<file path="src/hw/rtl/blcr_pkg.sv">
// Shared types and defaults for the line rasterizer with color ramp.
package blcr_pkg;

    localparam int COORD_BITS_DEF = 16;
    localparam logic [7:0] PEN_RADIUS_RESET = 8'd1;

    typedef enum logic [1:0] {
        MODE_VERTICAL   = 2'd0,
        MODE_HORIZONTAL = 2'd1,
        MODE_BRESENHAM  = 2'd2
    } line_mode_t;

    typedef enum logic {
        KIND_START = 1'b0,
        KIND_STEP  = 1'b1
    } item_kind_t;

    // Control part of the line state; step directions are kept as sign bits
    typedef struct packed {
        logic       active;
        line_mode_t mode;
        logic       major_is_x;
        logic       x_neg;
        logic       y_neg;
    } line_ctrl_t;

endpackage

</file>
<file path="src/hw/rtl/bresenham_line_color_ramp.sv">
// Top level of the line rasterizer with color ramp and pen radius pass-through.
//
// Input stream s_*: one transfer per item. s_tuser is the item kind (start or
// step); s_tdata carries the endpoints and start color. A start item sets up a
// new line, dropping any line in progress, and yields its first point. Each
// step item yields the next point; m_tlast marks the final point. A step with
// no line in progress yields a result with m_tuser (point valid) low and all
// other fields zero. The config channel cfg_* writes the pen radius, which is
// sent along with every point.
//
// Throughput: one item per cycle unless the receiver stalls. Each input transfer
// writes its result into the output register; setup or advance of the line runs
// in the same cycle against the registered line state.
// When the receiver stalls, the output register holds its result and s_tready
// drops; s_tready stays high while the output register is empty or drains.
// Reset clears the line state (no line in progress), empties the output
// register and sets the pen radius to 1. cfg_ready is always high.
module bresenham_line_color_ramp
    import blcr_pkg::*;
#(
    parameter int COORD_BITS = COORD_BITS_DEF,
    localparam int DW = COORD_BITS + 3,
    localparam int IN_W = ((4 * COORD_BITS + 32 + 7) / 8) * 8,
    localparam int OUT_W = ((2 * COORD_BITS + 40 + 7) / 8) * 8
)
(
    input  logic             clk,
    input  logic             rst_n,
    input  logic             s_tvalid,
    output logic             s_tready,
    input  logic [IN_W-1:0]  s_tdata,   // x_start, y_start, x_end, y_end, start_color
    input  logic             s_tuser,   // kind
    output logic             m_tvalid,
    input  logic             m_tready,
    output logic [OUT_W-1:0] m_tdata,   // point_x, point_y, point_color, point_radius
    output logic             m_tuser,   // point_valid
    output logic             m_tlast,
    input  logic             cfg_valid,
    output logic             cfg_ready,
    input  logic [7:0]       cfg_data
);

    localparam int CB = COORD_BITS;

    logic signed [CB-1:0] in_x_start, in_y_start, in_x_end, in_y_end;
    logic        [31:0]   in_color;
    logic                 accept;

    line_ctrl_t           ctrl_reg, ctrl_next, setup_ctrl;
    logic signed [CB-1:0] cur_x_reg, cur_x_next, cur_y_reg, cur_y_next;
    logic signed [DW-1:0] decision_reg, decision_next;
    logic signed [DW-1:0] inc_straight_reg, inc_straight_next;
    logic signed [DW-1:0] inc_diagonal_reg, inc_diagonal_next;
    logic        [CB-1:0] steps_reg, steps_next;
    logic        [31:0]   color_reg, color_next;
    logic        [7:0]    pen_radius_reg;

    logic signed [CB-1:0] setup_x, setup_y;
    logic signed [DW-1:0] setup_decision, setup_inc_s, setup_inc_d;
    logic        [CB-1:0] setup_steps;
    logic signed [CB-1:0] step_x, step_y;
    logic signed [DW-1:0] step_decision;
    logic        [CB-1:0] step_steps;

    logic                 out_valid_reg, out_valid_next;
    logic                 res_pv;
    logic signed [CB-1:0] res_x, res_y;
    logic        [31:0]   res_color;
    logic        [7:0]    res_radius;
    logic                 res_last;
    logic                 out_pv_reg;
    logic signed [CB-1:0] out_x_reg, out_y_reg;
    logic        [31:0]   out_color_reg;
    logic        [7:0]    out_radius_reg;
    logic                 out_last_reg;

    assign in_x_start = s_tdata[CB-1:0];
    assign in_y_start = s_tdata[2*CB-1:CB];
    assign in_x_end   = s_tdata[3*CB-1:2*CB];
    assign in_y_end   = s_tdata[4*CB-1:3*CB];
    assign in_color   = s_tdata[4*CB+31:4*CB];

    assign s_tready  = !out_valid_reg || m_tready;
    assign accept    = s_tvalid && s_tready;
    assign cfg_ready = 1'b1;

    blcr_setup #(.COORD_BITS(COORD_BITS)) u_setup (
        .x_start      (in_x_start),
        .y_start      (in_y_start),
        .x_end        (in_x_end),
        .y_end        (in_y_end),
        .ctrl         (setup_ctrl),
        .first_x      (setup_x),
        .first_y      (setup_y),
        .decision     (setup_decision),
        .inc_straight (setup_inc_s),
        .inc_diagonal (setup_inc_d),
        .steps        (setup_steps)
    );

    blcr_step #(.COORD_BITS(COORD_BITS)) u_step (
        .ctrl          (ctrl_reg),
        .cur_x         (cur_x_reg),
        .cur_y         (cur_y_reg),
        .decision      (decision_reg),
        .inc_straight  (inc_straight_reg),
        .inc_diagonal  (inc_diagonal_reg),
        .steps         (steps_reg),
        .next_x        (step_x),
        .next_y        (step_y),
        .next_decision (step_decision),
        .next_steps    (step_steps)
    );

    always_comb
    begin
        ctrl_next         = ctrl_reg;
        cur_x_next        = cur_x_reg;
        cur_y_next        = cur_y_reg;
        decision_next     = decision_reg;
        inc_straight_next = inc_straight_reg;
        inc_diagonal_next = inc_diagonal_reg;
        steps_next        = steps_reg;
        color_next        = color_reg;
        res_pv            = 1'b0;
        res_x             = '0;
        res_y             = '0;
        res_color         = '0;
        res_radius        = '0;
        res_last          = 1'b0;
        if (item_kind_t'(s_tuser) == KIND_START || ctrl_reg.active)
        begin
            if (item_kind_t'(s_tuser) == KIND_START)
            begin
                ctrl_next         = setup_ctrl;
                cur_x_next        = setup_x;
                cur_y_next        = setup_y;
                decision_next     = setup_decision;
                inc_straight_next = setup_inc_s;
                inc_diagonal_next = setup_inc_d;
                steps_next        = setup_steps;
                res_color         = in_color;
            end
            else
            begin
                cur_x_next    = step_x;
                cur_y_next    = step_y;
                decision_next = step_decision;
                steps_next    = step_steps;
                res_color     = color_reg;
            end
            // emit the point, close the line on its final point, advance the ramp except on horizontal lines
            res_pv           = 1'b1;
            res_x            = cur_x_next;
            res_y            = cur_y_next;
            res_radius       = pen_radius_reg;
            res_last         = (steps_next == '0);
            ctrl_next.active = (steps_next != '0);
            color_next       = (ctrl_next.mode == MODE_HORIZONTAL) ? res_color
                                                                   : res_color + 32'd1;
        end
        out_valid_next = accept ? 1'b1 : (m_tready ? 1'b0 : out_valid_reg);
    end

    always_ff @(posedge clk or negedge rst_n)
    begin
        if (!rst_n)
        begin
            ctrl_reg         <= '{active: 1'b0, mode: MODE_VERTICAL, major_is_x: 1'b0,
                                  x_neg: 1'b0, y_neg: 1'b0};
            cur_x_reg        <= '0;
            cur_y_reg        <= '0;
            decision_reg     <= '0;
            inc_straight_reg <= '0;
            inc_diagonal_reg <= '0;
            steps_reg        <= '0;
            color_reg        <= '0;
            out_valid_reg    <= 1'b0;
            pen_radius_reg   <= PEN_RADIUS_RESET;
        end
        else
        begin
            if (accept)
            begin
                ctrl_reg         <= ctrl_next;
                cur_x_reg        <= cur_x_next;
                cur_y_reg        <= cur_y_next;
                decision_reg     <= decision_next;
                inc_straight_reg <= inc_straight_next;
                inc_diagonal_reg <= inc_diagonal_next;
                steps_reg        <= steps_next;
                color_reg        <= color_next;
            end
            out_valid_reg <= out_valid_next;
            if (cfg_valid && cfg_ready)
            begin
                pen_radius_reg <= cfg_data;
            end
        end
    end

    // result payload, held while the receiver stalls
    always_ff @(posedge clk)
    begin
        if (accept)
        begin
            out_pv_reg     <= res_pv;
            out_x_reg      <= res_x;
            out_y_reg      <= res_y;
            out_color_reg  <= res_color;
            out_radius_reg <= res_radius;
            out_last_reg   <= res_last;
        end
    end

    assign m_tvalid = out_valid_reg;
    assign m_tdata  = OUT_W'({out_radius_reg, out_color_reg, out_y_reg, out_x_reg});
    assign m_tuser  = out_pv_reg;
    assign m_tlast  = out_last_reg;

endmodule

</file>
<file path="src/hw/rtl/blcr_setup.sv">
// Line setup: direction, mode, step count and Bresenham terms from two endpoints.
module blcr_setup
    import blcr_pkg::*;
#(
    parameter int COORD_BITS = COORD_BITS_DEF,
    localparam int DW = COORD_BITS + 3
)
(
    input  logic signed [COORD_BITS-1:0] x_start,
    input  logic signed [COORD_BITS-1:0] y_start,
    input  logic signed [COORD_BITS-1:0] x_end,
    input  logic signed [COORD_BITS-1:0] y_end,
    output line_ctrl_t                   ctrl,
    output logic signed [COORD_BITS-1:0] first_x,
    output logic signed [COORD_BITS-1:0] first_y,
    output logic signed [DW-1:0]         decision,
    output logic signed [DW-1:0]         inc_straight,
    output logic signed [DW-1:0]         inc_diagonal,
    output logic        [COORD_BITS-1:0] steps
);

    logic signed [DW-1:0]         ex1, ey1, ex2, ey2;
    logic signed [DW-1:0]         dxs, dys, dxa, dya;
    logic        [COORD_BITS-1:0] dx, dy, dmaj, dmin;
    logic signed [DW-1:0]         dmaj2, dmin2;
    logic                         x_eq, y_eq, x_neg, y_neg, major_x;

    always_comb
    begin
        ex1 = DW'(x_start);
        ey1 = DW'(y_start);
        ex2 = DW'(x_end);
        ey2 = DW'(y_end);
        dxs = ex2 - ex1;
        dys = ey2 - ey1;
        dxa = dxs[DW-1] ? -dxs : dxs;
        dya = dys[DW-1] ? -dys : dys;
        dx  = dxa[COORD_BITS-1:0];
        dy  = dya[COORD_BITS-1:0];
        x_eq  = (x_end == x_start);
        y_eq  = (y_end == y_start);
        x_neg = (x_end < x_start);
        y_neg = (y_end < y_start);
        major_x = (dx >= dy);
        dmaj  = major_x ? dx : dy;
        dmin  = major_x ? dy : dx;
        dmaj2 = DW'({dmaj, 1'b0});
        dmin2 = DW'({dmin, 1'b0});

        ctrl.active     = 1'b1;
        ctrl.x_neg      = x_neg;
        ctrl.y_neg      = y_neg;
        first_x         = x_start;
        first_y         = y_start;
        decision        = '0;
        inc_straight    = '0;
        inc_diagonal    = '0;
        if (x_eq)
        begin
            // run upward from the lower endpoint
            ctrl.mode       = MODE_VERTICAL;
            ctrl.major_is_x = 1'b0;
            ctrl.y_neg      = 1'b0;
            first_y         = y_neg ? y_end : y_start;
            steps           = dy;
        end
        else if (y_eq)
        begin
            ctrl.mode       = MODE_HORIZONTAL;
            ctrl.major_is_x = 1'b1;
            steps           = dx;
        end
        else
        begin
            ctrl.mode       = MODE_BRESENHAM;
            ctrl.major_is_x = major_x;
            decision        = dmin2 - DW'(dmaj);
            inc_straight    = dmin2;
            inc_diagonal    = dmin2 - dmaj2;
            steps           = dmaj;
        end
    end

endmodule

</file>
<file path="src/hw/rtl/blcr_step.sv">
// Line advance: next point, decision term and remaining count for one step.
module blcr_step
    import blcr_pkg::*;
#(
    parameter int COORD_BITS = COORD_BITS_DEF,
    localparam int DW = COORD_BITS + 3
)
(
    input  line_ctrl_t                   ctrl,
    input  logic signed [COORD_BITS-1:0] cur_x,
    input  logic signed [COORD_BITS-1:0] cur_y,
    input  logic signed [DW-1:0]         decision,
    input  logic signed [DW-1:0]         inc_straight,
    input  logic signed [DW-1:0]         inc_diagonal,
    input  logic        [COORD_BITS-1:0] steps,
    output logic signed [COORD_BITS-1:0] next_x,
    output logic signed [COORD_BITS-1:0] next_y,
    output logic signed [DW-1:0]         next_decision,
    output logic        [COORD_BITS-1:0] next_steps
);

    logic signed [COORD_BITS-1:0] stepped_x, stepped_y;
    logic                         diag, move_x, move_y;

    always_comb
    begin
        stepped_x = ctrl.x_neg ? cur_x - COORD_BITS'(1) : cur_x + COORD_BITS'(1);
        stepped_y = ctrl.y_neg ? cur_y - COORD_BITS'(1) : cur_y + COORD_BITS'(1);
        diag      = (decision > 0);
        next_decision = decision;
        move_x = 1'b0;
        move_y = 1'b0;
        unique case (ctrl.mode)
            MODE_VERTICAL:   move_y = 1'b1;
            MODE_HORIZONTAL: move_x = 1'b1;
            MODE_BRESENHAM:
            begin
                next_decision = decision + (diag ? inc_diagonal : inc_straight);
                move_x = ctrl.major_is_x | diag;
                move_y = !ctrl.major_is_x | diag;
            end
            default: ;
        endcase
        next_x     = move_x ? stepped_x : cur_x;
        next_y     = move_y ? stepped_y : cur_y;
        next_steps = steps - COORD_BITS'(1);
    end

endmodule
</file>
<file path="config.mk">
export PLATFORM = sky130hd
export DESIGN_NAME = bresenham_line_color_ramp
export DESIGN_NICKNAME = d
export VERILOG_FILES = /design/src/hw/rtl/blcr_pkg.sv /design/src/hw/rtl/bresenham_line_color_ramp.sv /design/src/hw/rtl/blcr_setup.sv /design/src/hw/rtl/blcr_step.sv
export SDC_FILE = /design/constraint.sdc
export NUM_CORES = 1
export LEC_CHECK = 0
export BUFFER_PORTS_ARGS = -buffer_cell sky130_fd_sc_hd__buf_4
export CAP_MARGIN = 20
export CORE_AREA = 4 4 195 197
export CTS_CLUSTER_DIAMETER = 80
export CTS_CLUSTER_SIZE = 16
export DETAILED_ROUTE_END_ITERATION = 16
export DIE_AREA = 0 0 199 201
export PLACE_DENSITY = 0.77
export SLEW_MARGIN = 20
export SYNTH_ARGS = -nofsm -noshare
export SYNTH_HDL_FRONTEND = slang
export SYNTH_HIERARCHICAL = 1
export SYNTH_SLANG_ARGS = --single-unit
</file>
<file path="constraint.sdc">
create_clock -name clk -period 8.8 [get_ports clk]
set_input_delay 1.76 -clock clk [delete_from_list [all_inputs] [get_ports clk]]
set_output_delay 1.76 -clock clk [all_outputs]
set_load 0.005 [all_outputs]
</file>
# Word level (Yosys, flattened, before mapping)
# Cells that the tools add are included.
[totals]
reg_bits = 226
ram_bits = 0
in_bits = 110
rom_bits = 0
memories = 0
latch_bits = 0
elab_cells = 98
[op_classes]
mux = 38
bitwise_logic = 3
shift = 0
add_sub_neg = 13
n_reduce_logical = 13
n_eq_ne = 7
multipliers = 0
order_cmp = 4
div = 0
[op_table]
columns = ["operator", "n"]
rows = [
  ["2-to-1 mux 16 bit", 16],
  ["2-to-1 mux 19 bit", 8],
  ["2-to-1 mux 32 bit", 3],
  ["subtractor 16 x 16 -> 17 bit", 2],
  ["adder 16 x 2 -> 16 bit, second input constant", 2],
  ["adder 32 x 1 -> 32 bit, second input constant", 1],
  ["equality test 16 bit", 2],
  ["< comparator 16 bit", 2],
  ["negation 16 bit", 2],
  ["subtractor 16 x 2 -> 16 bit, second input constant", 2],
  ["adder 19 bit", 1],
  ["greater-than comparator 19 x 1 -> 1 bit, second input constant", 1],
  ["subtractor 17 x 16 -> 18 bit", 1],
  ["subtractor 17 x 17 -> 18 bit", 1],
  ["2-to-1 mux 17 bit", 1],
  [">= comparator 16 bit", 1],
  ["logical NOT 16 bit", 1],
  ["nonzero test 16 bit", 1],
  ["subtractor 16 x 1 -> 16 bit, second input constant", 1],
  ["2-to-1 mux 5 bit", 2],
  ["AND reduction 3 bit", 3],
  ["2-to-1 mux 3 bit", 2],
  ["equality test 2 x 1 -> 1 bit, second input constant", 2],
  ["2-to-1 mux 1 bit", 4],
  ["other kinds (12)", 16],
]

# Logic depth before layout (Yosys ltp)
# Gate-level depths: netlist of run 1.
[logic_depth]
ltp_word = 10
depth_mapped = 48

# By module
# Netlist of run 1, hierarchy kept.
[modules_own_cells]
columns = ["module", "area_per_inst_um2", "cells_per_inst", "instances", "seq_area_each_um2"]
rows = [
  ["bresenham_line_color_ramp", 11213.3, 1143, 1, 6027.0],
  ["blcr_setup", 6134.6, 934, 1, 0.0],
  ["blcr_step", 3428.3, 474, 1, 0.0],
]

# Worst setup path after synthesis of run 1
# No wires, ideal clock.
[synth_timing]
path_type = "input to register"
startpoint = "input port s_tdata[32]"
endpoint = "register decision_reg[16]"
path_slack_ns = -1.188
arrival_time_ns = 9.851
n_path_buf = 5
cell_stages = 47
required_ns = 8.663
cell_sequence = "inv_1 > ha_1 > fa_1 > nand2b_1 > a21o_1 > a211o_1 > a21boi_2 > o22a_1 > nor2_1 > xnor2_1 > ha_1 > clkbuf_1 > a21o_1 > a21oi_1 > o21ai_0 > a21o_1 > a21oi_1 > maj3_2 > [... 11 more ...] > a21boi_0 > o21ai_0 > a21boi_0 > o21ai_0 > a21boi_0 > o21ai_0 > nand2_1 > and2_1 > o21ai_0 > nand2b_1 > a21o_1 > a21o_1 > a21o_1 > a21oi_1 > xor2_1 > nor2_1 > mux2i_1 > a21oi_1"
[synth_between]
elab_chain_len = 9
elab_cells_between_ends = 11
[synth_rtl]
columns = ["item", "line_no", "text"]
rows = [
  ["start, declared", "bresenham_line_color_ramp.sv:31", "input logic [IN_W-1:0] s_tdata,"],
  ["subtractor 16 x 16 -> 17 bit", "blcr_setup.sv:34", "dxs = ex2 - ex1;"],
  ["negation 16 bit", "blcr_setup.sv:36", "dxa = dxs[DW-1] ? -dxs : dxs;"],
  ["2-to-1 mux 16 bit", "blcr_setup.sv:36", ""],
  [">= comparator 16 bit", "blcr_setup.sv:44", "major_x = (dx >= dy);"],
  ["2-to-1 mux 16 bit (on tied branches)", "blcr_setup.sv:46, blcr_setup.sv:45", ""],
  ["subtractor 17 x 16 -> 18 bit", "blcr_setup.sv:77", "decision = dmin2 - DW'(dmaj);"],
  ["2-to-1 mux 19 bit", "blcr_setup.sv:67", "else if (y_eq)"],
  ["2-to-1 mux 19 bit (*)", "blcr_setup.sv:58", "if (x_eq)"],
  ["net setup_decision[16]", "bresenham_line_color_ramp.sv:59", "logic signed [DW-1:0] setup_decision, setup_inc_s, setup_inc_d;"],
  ["2-to-1 mux 19 bit (*)", "bresenham_line_color_ramp.sv:133", "if (item_kind_t'(s_tuser) == KIND_START)"],
  ["end signal, assigned", "bresenham_line_color_ramp.sv:188", "decision_reg <= decision_next;"],
  ["end, declared", "bresenham_line_color_ramp.sv:51", "logic signed [DW-1:0] decision_reg, decision_next;"],
]
# Mark *: on every way through the listed nets, which the timed path passes. The rest lies on a longest branch.
# A chain may end at the register's enable or synchronous reset.

# Worst setup path in the final report of run 1
# Same ends and word-level chain as after synthesis.

==> impl_metrics.toml, run 1 <==
[run_status]
outcome = "finished clean"

[clocking]
clk_pin_slew_worst_paths_ps = 70
h-tree-depth = 1
numCtsBuffers = 19
clock_path_buffers = 3
cts.sinks = 226
cts_hold_buf = 0
worstSkewPairLatency_ps = 530
cts_tree = "yes"
cts-root-buf = "clkbuf_16"

[cells_and_area]
mostFrequentLayoutCell = "buf_4"
diodes = 0
nets = 3040
mostFrequentLayoutCells = "buf_4 (375), nand2_1 (352), nor2_1 (240)"
fill_cells = 3054
utilization_pct = 66.9
drive_gt1_share_pct = 20.4
fin_area_mm2 = 0.0242
syn_to_final_growth_pct = 16.7
finalNonFillerCells = 3290

[timing]
timing.final.crit_share_pct = 95.4
maxSlewHeadroom_pct = 25.7
fin_skew_ps = 15.3
setup_ws_ps = 402
worst_pin_slew_ps = 1110
maxSlewViolCount = 0
hold_viol_final = 0
period_needed_ps = 8400
finalSetupViolations = 0
fmax_mhz = 119

[worst_setup_path]
cpMostUsedCell = "a21o_1"
critical_path.endpoint_type = "register"
regToRegSetupSlack_ps = 4010
r2r_start = "decision_reg[2]"
critPathArrivalTime_ps = 8790
cp_slowest_cell = "a2111oi_4"
rr_worst_depth = 15
start_kind = "input pin"
critPathMaxStageDelay_ps = 430
worstPathRequired_ps = 9190
worstPathMaxFanout = 4
r2r_end = "decision_reg[18]"
path_class = "in -> reg"

[route]
top_layer_used = "met4"
m1WireLength_mm = 25.6
drt_first_pass_iters = 6
drt-total-wl_mm = 59.8
ant_nets = 0
viasPerCell = 5.96
routedWlPerCell_um = 18.2
vias = 19600
drcViolationCount = 0
dr_wl_met3_mm = 3.74
wl_met2_mm = 28.7
dr.first_iter.drc_count = 1497

[grt]
track_usage_pct = 29.0
first_global_vias = 19100
grt_max_degree = 129
antenna_found_initial = 0
grt_overflow = 0
grt_pass1_wl_mm = 96.3

[power]
finalPower_mw = 8.38
ir_worst_vdd_mv = 0.230
powerDensity_mw_per_mm2 = 346
p_leak_nw = 11.0

[placement]
hpwlAfterDp_mm = 45.0
io_buffers = 185
post-place-ws_ps = -256
gp_congestion = 0.932
dp.cells = 3250
placed_cell_area_mm2 = 0.0236

[worst_hold_path]
holdCritPathClass = "reg -> reg"
holdPathEnd = "inc_straight_reg[2]"
holdCritStartpoint = "inc_straight_reg[2]"
hold_depth = 2

[die]
pin_count = 187
fp.coreArea_mm2 = 0.0363
num_rows = 70
die_w_um = 199
die_h_um = 201
start_util_pct = 57.3
die-area_mm2 = 0.0400

[yosys]
syn_avg_cell_area_um2 = 8.15
netlist_instances = 2549
syn_area_mm2 = 0.0208
yosys_warnings = 6

[flow_run]
maxCapViolCount = 0
-- where the power goes --
part | internal (mW) | leakage (nW) | switching (mW) | total, mW
logic | 2.67 | 8.24 | 3.21 | 5.88
clock network | 0.425 | 0.278 | 0.421 | 0.846
registers | 1.40 | 2.49 | 0.252 | 1.65
-- per-stage QoR --
step,hold WS (ps),setup TNS [ps]
6_report,473,0
5_1_grt,497,-40.4
4_1_cts,477,0
3_5_place_dp,459,-380
3_3_place_gp,453,-55.8
2_1_floorplan,440,-239
-- worst max-delay path, delay by kind of cell --
kind            cells  cell delay [ps]
compound gates     19             3340
xor+xnor            2              360
fa+ha+maj           4             1010
buf+inv             5              490
mux                 2              500
simple gates       10             1300
-- routing by layer --
metal / up-vias / track usage, %
met5: - / 0
met4: 0 / 7.91
met3: 110 / 3.52
met2: 663 / 49.2
met1: 9350 / 39.2
li1: 9501 / -
-- what timing repair did --
item	4_1_cts	5_1_grt
gates resized for setup	0	17
buffers inserted	0	7
setup endpoints to repair	0	3
-- layout make-up --
| class | instances | area, µm² | area share (%) |
|---|---|---|---|
| multi-input combinational | 2033 | 13600 | 56.2 |
| sequential | 226 | 6030 | 24.9 |
| tap | 468 | 586 | 2.42 |
| clock inverter | 4 | 40.0 | 0.165 |
| inverter | 152 | 583 | 2.41 |
| timing repair buffer | 378 | 2850 | 11.8 |
| clock buffer | 29 | 533 | 2.20 |
-- how the worst max path moves through the flow --
stage                           start          endpoint  slack, ps  depth (start not counted)
after floorplan           s_tdata[32]  decision_reg[16]       -240                         47
after global placement    s_tdata[32]  decision_reg[16]        -60                         42
after global routing      s_tdata[16]  decision_reg[16]        -40                         42
after CTS                 s_tdata[32]  decision_reg[16]        290                         42
final                     s_tdata[32]  decision_reg[16]        400                         42
after detailed placement  s_tdata[32]  decision_reg[16]       -260                         42
No activity file was read; power rests on OpenSTA's default activity.
==> run 2: changes to the inputs <==
CORE_AREA = 2 2 193 195   (was 4 4 195 197)
DIE_AREA = 0 0 195 197   (was 0 0 199 201)
SKIP_LAST_GASP = 1   (was unset)
==> impl_metrics.toml, run 2 (synthesis gave the netlist of run 1 again) <==
[cells_and_area]
drive_gt1_share_pct = 20.8
utilization_pct = 67.2
nets = 3054
mostFrequentLayoutCells = "buf_4 (388), nand2_1 (352), nor2_1 (240)"
diodes = 0
fill_cells = 3054
syn_to_final_growth_pct = 17.3
mostFrequentLayoutCell = "buf_4"

[clocking]
numCtsBuffers = 19
cts.sinks = 226
cts_tree = "yes"
cts_hold_buf = 0
worstSkewPairLatency_ps = 530
h-tree-depth = 1
clk_pin_slew_worst_paths_ps = 70
cts-root-buf = "clkbuf_16"
clock_path_buffers = 3

[die]
start_util_pct = 57.3
die_w_um = 195
fp.coreArea_mm2 = 0.0363
die-area_mm2 = 0.0384
pin_count = 187
die_h_um = 197
num_rows = 70

[grt]
antenna_found_initial = 0
grt_max_degree = 133
grt_pass1_wl_mm = 96.5
first_global_vias = 19200
grt_overflow = 0
track_usage_pct = 30.6

[worst_setup_path]
worstPathMaxFanout = 5
worstPathRequired_ps = 9190
cp_slowest_cell = "a2111oi_4"
critical_path.endpoint_type = "register"
cpMostUsedCell = "o21ai_1"
critPathMaxStageDelay_ps = 400
path_class = "in -> reg"
start_kind = "input pin"
critPathArrivalTime_ps = 8780

[placement]
hpwlAfterDp_mm = 44.4
gp_congestion = 0.991
io_buffers = 185

[timing]
hold_viol_final = 0
fmax_mhz = 119
setup_tns_ps = 0
worst_pin_slew_ps = 1020
maxSlewViolCount = 0
period_needed_ps = 8400
holdWs_ps = 473
finalSetupViolations = 0
timing.final.crit_share_pct = 95.4
fin_skew_ps = 29.2
maxSlewHeadroom_pct = 31.7

[power]
finalPower_mw = 8.37
ir_worst_vdd_mv = 0.237
powerDensity_mw_per_mm2 = 343
p_leak_nw = 11.1

[route]
drcViolationCount = 0
ant_nets = 0
dr.first_iter.drc_count = 1586
vias = 19700
routedWlPerCell_um = 18.0
drt-total-wl_mm = 59.3
drt_first_pass_iters = 6
viasPerCell = 5.96

[flow_run]
maxCapViolCount = 0

[worst_hold_path]
holdCritPathClass = "reg -> reg"

[run_status]
outcome = "finished clean"
run 2: where the power goes:
group	total (mW)	internal, mW	switching, mW
Clock	0.847	0.437	0.410
Sequential	1.65	1.40	0.252
Combinational	5.87	2.67	3.20
run 2: per-layer routing:
| metal | up-vias | part of all wire (%) | GRT usage, % |
|---|---|---|---|
| li1 | 9545 | - | - |
| met1 | 9396 | 44 | 39.9 |
| met2 | 640 | 48 | 53.1 |
| met3 | 108 | 5.6 | 3.78 |
| met4 | 0 | 2.6 | 9.53 |
| met5 | - | 0 | 0 |
run 2: final cells by class:
type                       instances  area, µm²  area share [%]
tap                              468        586            2.40
clock buffer                      27        505            2.08
inverter                         152        583            2.39
clock inverter                     5       68.8           0.283
sequential                       226       6030            24.7
timing repair buffer             392       2950            12.1
multi-input combinational       2033      13600            56.0
run 2: worst paths after layout:
| check | start | endpoint | slack (ps) | cells past startpoint |
|---|---|---|---|---|
| max | s_tdata[32] | decision_reg[16] | 400 | 42 |
| min | inc_straight_reg[7] | inc_straight_reg[7] | 470 | 2 |
| max reg2reg | decision_reg[2] | decision_reg[18] | 3930 | 15 |
| min reg2reg | inc_straight_reg[7] | inc_straight_reg[7] | 470 | 2 |
| max in group asynchronous | rst_n | ctrl_reg[3] | 6030 | 2 |
| min in group asynchronous | rst_n | cur_y_reg[5] | 1330 | 1 |
run 2: what timing repair did:
item | in CTS | in global routing
buffers inserted | 0 | 3
endpoints found under the setup margin | 0 | 3
gates resized for setup | 0 | 20
run 2: stage by stage:
step / std cells / area (µm²) / worst slack [ps]
global route: 3303 / 24400 / -22.7
detailed placement: 3268 / 23700 / -252
CTS: 3300 / 24300 / 269
global placement: 3267 / 23700 / -41.0
finish: 3303 / 24400 / 404
floorplan: 2552 / 20900 / -239
run 2: critical path, delay by kind of cell:
kind	cells	cell delay, ps
adders and majority gates	4	1030
xor gates and xnor gates	2	390
buffers and inverters	5	490
AOI/OAI and AO/OA	20	3550
and+or+nand+nor	9	1100
muxes	2	470
==> run 3: changes to the inputs <==
PLACE_DENSITY = unset   (was 0.77)
PLACE_DENSITY_LB_ADDON = 0.08   (was unset)
clock period = 8.1 ns   (was 8.8 ns; I/O delays follow)
==> impl_metrics.toml, run 3 (synthesis gave the netlist of run 1 again) <==
[run_status]
outcome = "complete, but fails checks"
violations = "negative setup slack"

[timing]
setup_ws_ps = -40.4
rsz0062_at_grt = "yes"
fin_skew_ps = 12.7
hold_viol_final = 0
finalSetupViolations = 1
maxSlewHeadroom_pct = 25.2
maxSlewViolCount = 0
holdWs_ps = 476
period_needed_ps = 8140
worst_pin_slew_ps = 1120
setup_tns_ps = -40.4
timing.final.crit_share_pct = 100
fmax_mhz = 123

[power]
p_switching_mw = 4.43
ir_worst_vdd_mv = 0.253
p_leak_nw = 11.8
p_comb_share_pct = 72.2
power_frac_seq_pct = 18.5
sw_frac_of_total_pct = 45.6
pwr-share-clk_pct = 9.3
powerDensity_mw_per_mm2 = 381
intPower_mw = 5.28

[clocking]
cts-root-buf = "clkbuf_16"
cts.sinks = 226
worstSkewPairLatency_ps = 540
numCtsBuffers = 19
h-tree-depth = 1
cts_tree = "yes"
clock_path_buffers = 3
clk_pin_slew_worst_paths_ps = 70

[route]
viasPerCell = 5.88
routedWlPerCell_um = 18.1
ant_nets = 0
drt_first_pass_iters = 7
vias = 20200
drcViolationCount = 0
dr.first_iter.drc_count = 1510
drt-total-wl_mm = 62.1

[cells_and_area]
seqCellArea_mm2 = 0.00603
fill_cells = 2997
nets = 3185
syn_to_final_growth_pct = 22.9
mostFrequentLayoutCell = "buf_4"
diodes = 0
multi_input_area_mm2 = 0.0138
mostFrequentLayoutCells = "buf_4 (513), nand2_1 (351), nor2_1 (236)"
drive_gt1_share_pct = 25.4

[worst_setup_path]
regToRegSetupSlack_ps = 3310
start_kind = "input pin"
cpMostUsedCell = "o21ai_2"
critPathMaxStageDelay_ps = 330
worstPathRequired_ps = 8480
worstPathMaxFanout = 4
r2r_end = "decision_reg[18]"
r2r_start = "decision_reg[2]"
cp_slowest_cell = "xor2_1"
critPathArrivalTime_ps = 8520
critical_path.endpoint_type = "register"
rr_worst_depth = 15
path_class = "in -> reg"

[die]
die-area_mm2 = 0.0384
die_h_um = 197
pin_count = 187
start_util_pct = 57.3
fp.coreArea_mm2 = 0.0363
die_w_um = 195
num_rows = 70

[worst_hold_path]
holdPathEnd = "inc_diagonal_reg[17]"
hold_depth = 2
holdCritPathClass = "reg -> reg"
holdCritStartpoint = "inc_diagonal_reg[17]"

[placement]
io_buffers = 185
gp_congestion = 0.972
hpwlAfterDp_mm = 46.7
post-place-ws_ps = -878

[grt]
track_usage_pct = 31.9
antenna_found_initial = 0
first_global_vias = 19600
grt_pass1_wl_mm = 99.7
grt_max_degree = 100
grt_overflow = 0

[flow_run]
maxCapViolCount = 0
## run 3: area by class of cell
class / instances / area share [%]
clock buffers: 27 / 1.98
clock inverters: 7 / 0.196
inverters: 152 / 2.29
multi-input cells: 2033 / 54.0
flip-flops and latches: 226 / 23.6
well taps: 468 / 2.29
repair buffers: 523 / 15.6
## run 3: worst max-delay path by stage
stage / from / cells after the start / to
global route: s_tdata[16] / 45 / decision_reg[16]
detailed placement: s_tdata[32] / 44 / decision_reg[16]
CTS: s_tdata[0] / 44 / decision_reg[16]
global placement: s_tdata[32] / 44 / decision_reg[16]
finish: s_tdata[2] / 44 / decision_reg[16]
floorplan: s_tdata[32] / 47 / decision_reg[16]
## run 3: routing by layer
metal,part of all wire [%],up-vias,global-route usage [%]
met4,2.9,0,9.70
met3,6.1,120,3.94
met5,0,-,0
li1,-,9793,-
met1,43,9613,42.7
met2,48,673,54.2
## run 3: power by group through the flow
stage | Combinational, mW | Sequential [mW] | Clock, mW
final | 7.01 | 1.80 | 0.905
after global routing | 7.68 | 1.84 | 0.960
after CTS | 6.78 | 1.80 | 0.923
after detailed placement | 6.46 | 1.82 | 0
after global placement | 6.32 | 1.80 | 0
after floorplan | 4.54 | 1.74 | 0
## run 3: worst max-delay path: cells and delay by family
family          cells  cell delay [ps]
compound gates     19             2500
simple gates       12             1640
fa+ha+maj           4             1230
buf+inv             5              750
xor+xnor            3              640
mux                 1              150
## run 3: timing repair
action,4_1_cts,5_1_grt
resized for setup,34,33
buffers inserted,37,8
endpoints found under the setup margin,2,10
hold buffers,0,0
pin swaps,46,39
## run 3: stage by stage
step	utilization, %	total power, mW	cells	cell area (µm²)
floorplan	-	6.28	2552	20900
global placement	67.2	8.12	3357	24400
detailed placement	67.2	8.28	3357	24400
CTS	69.8	9.49	3428	25300
global route	70.4	10.5	3436	25500
finish	70.4	9.71	3436	25500
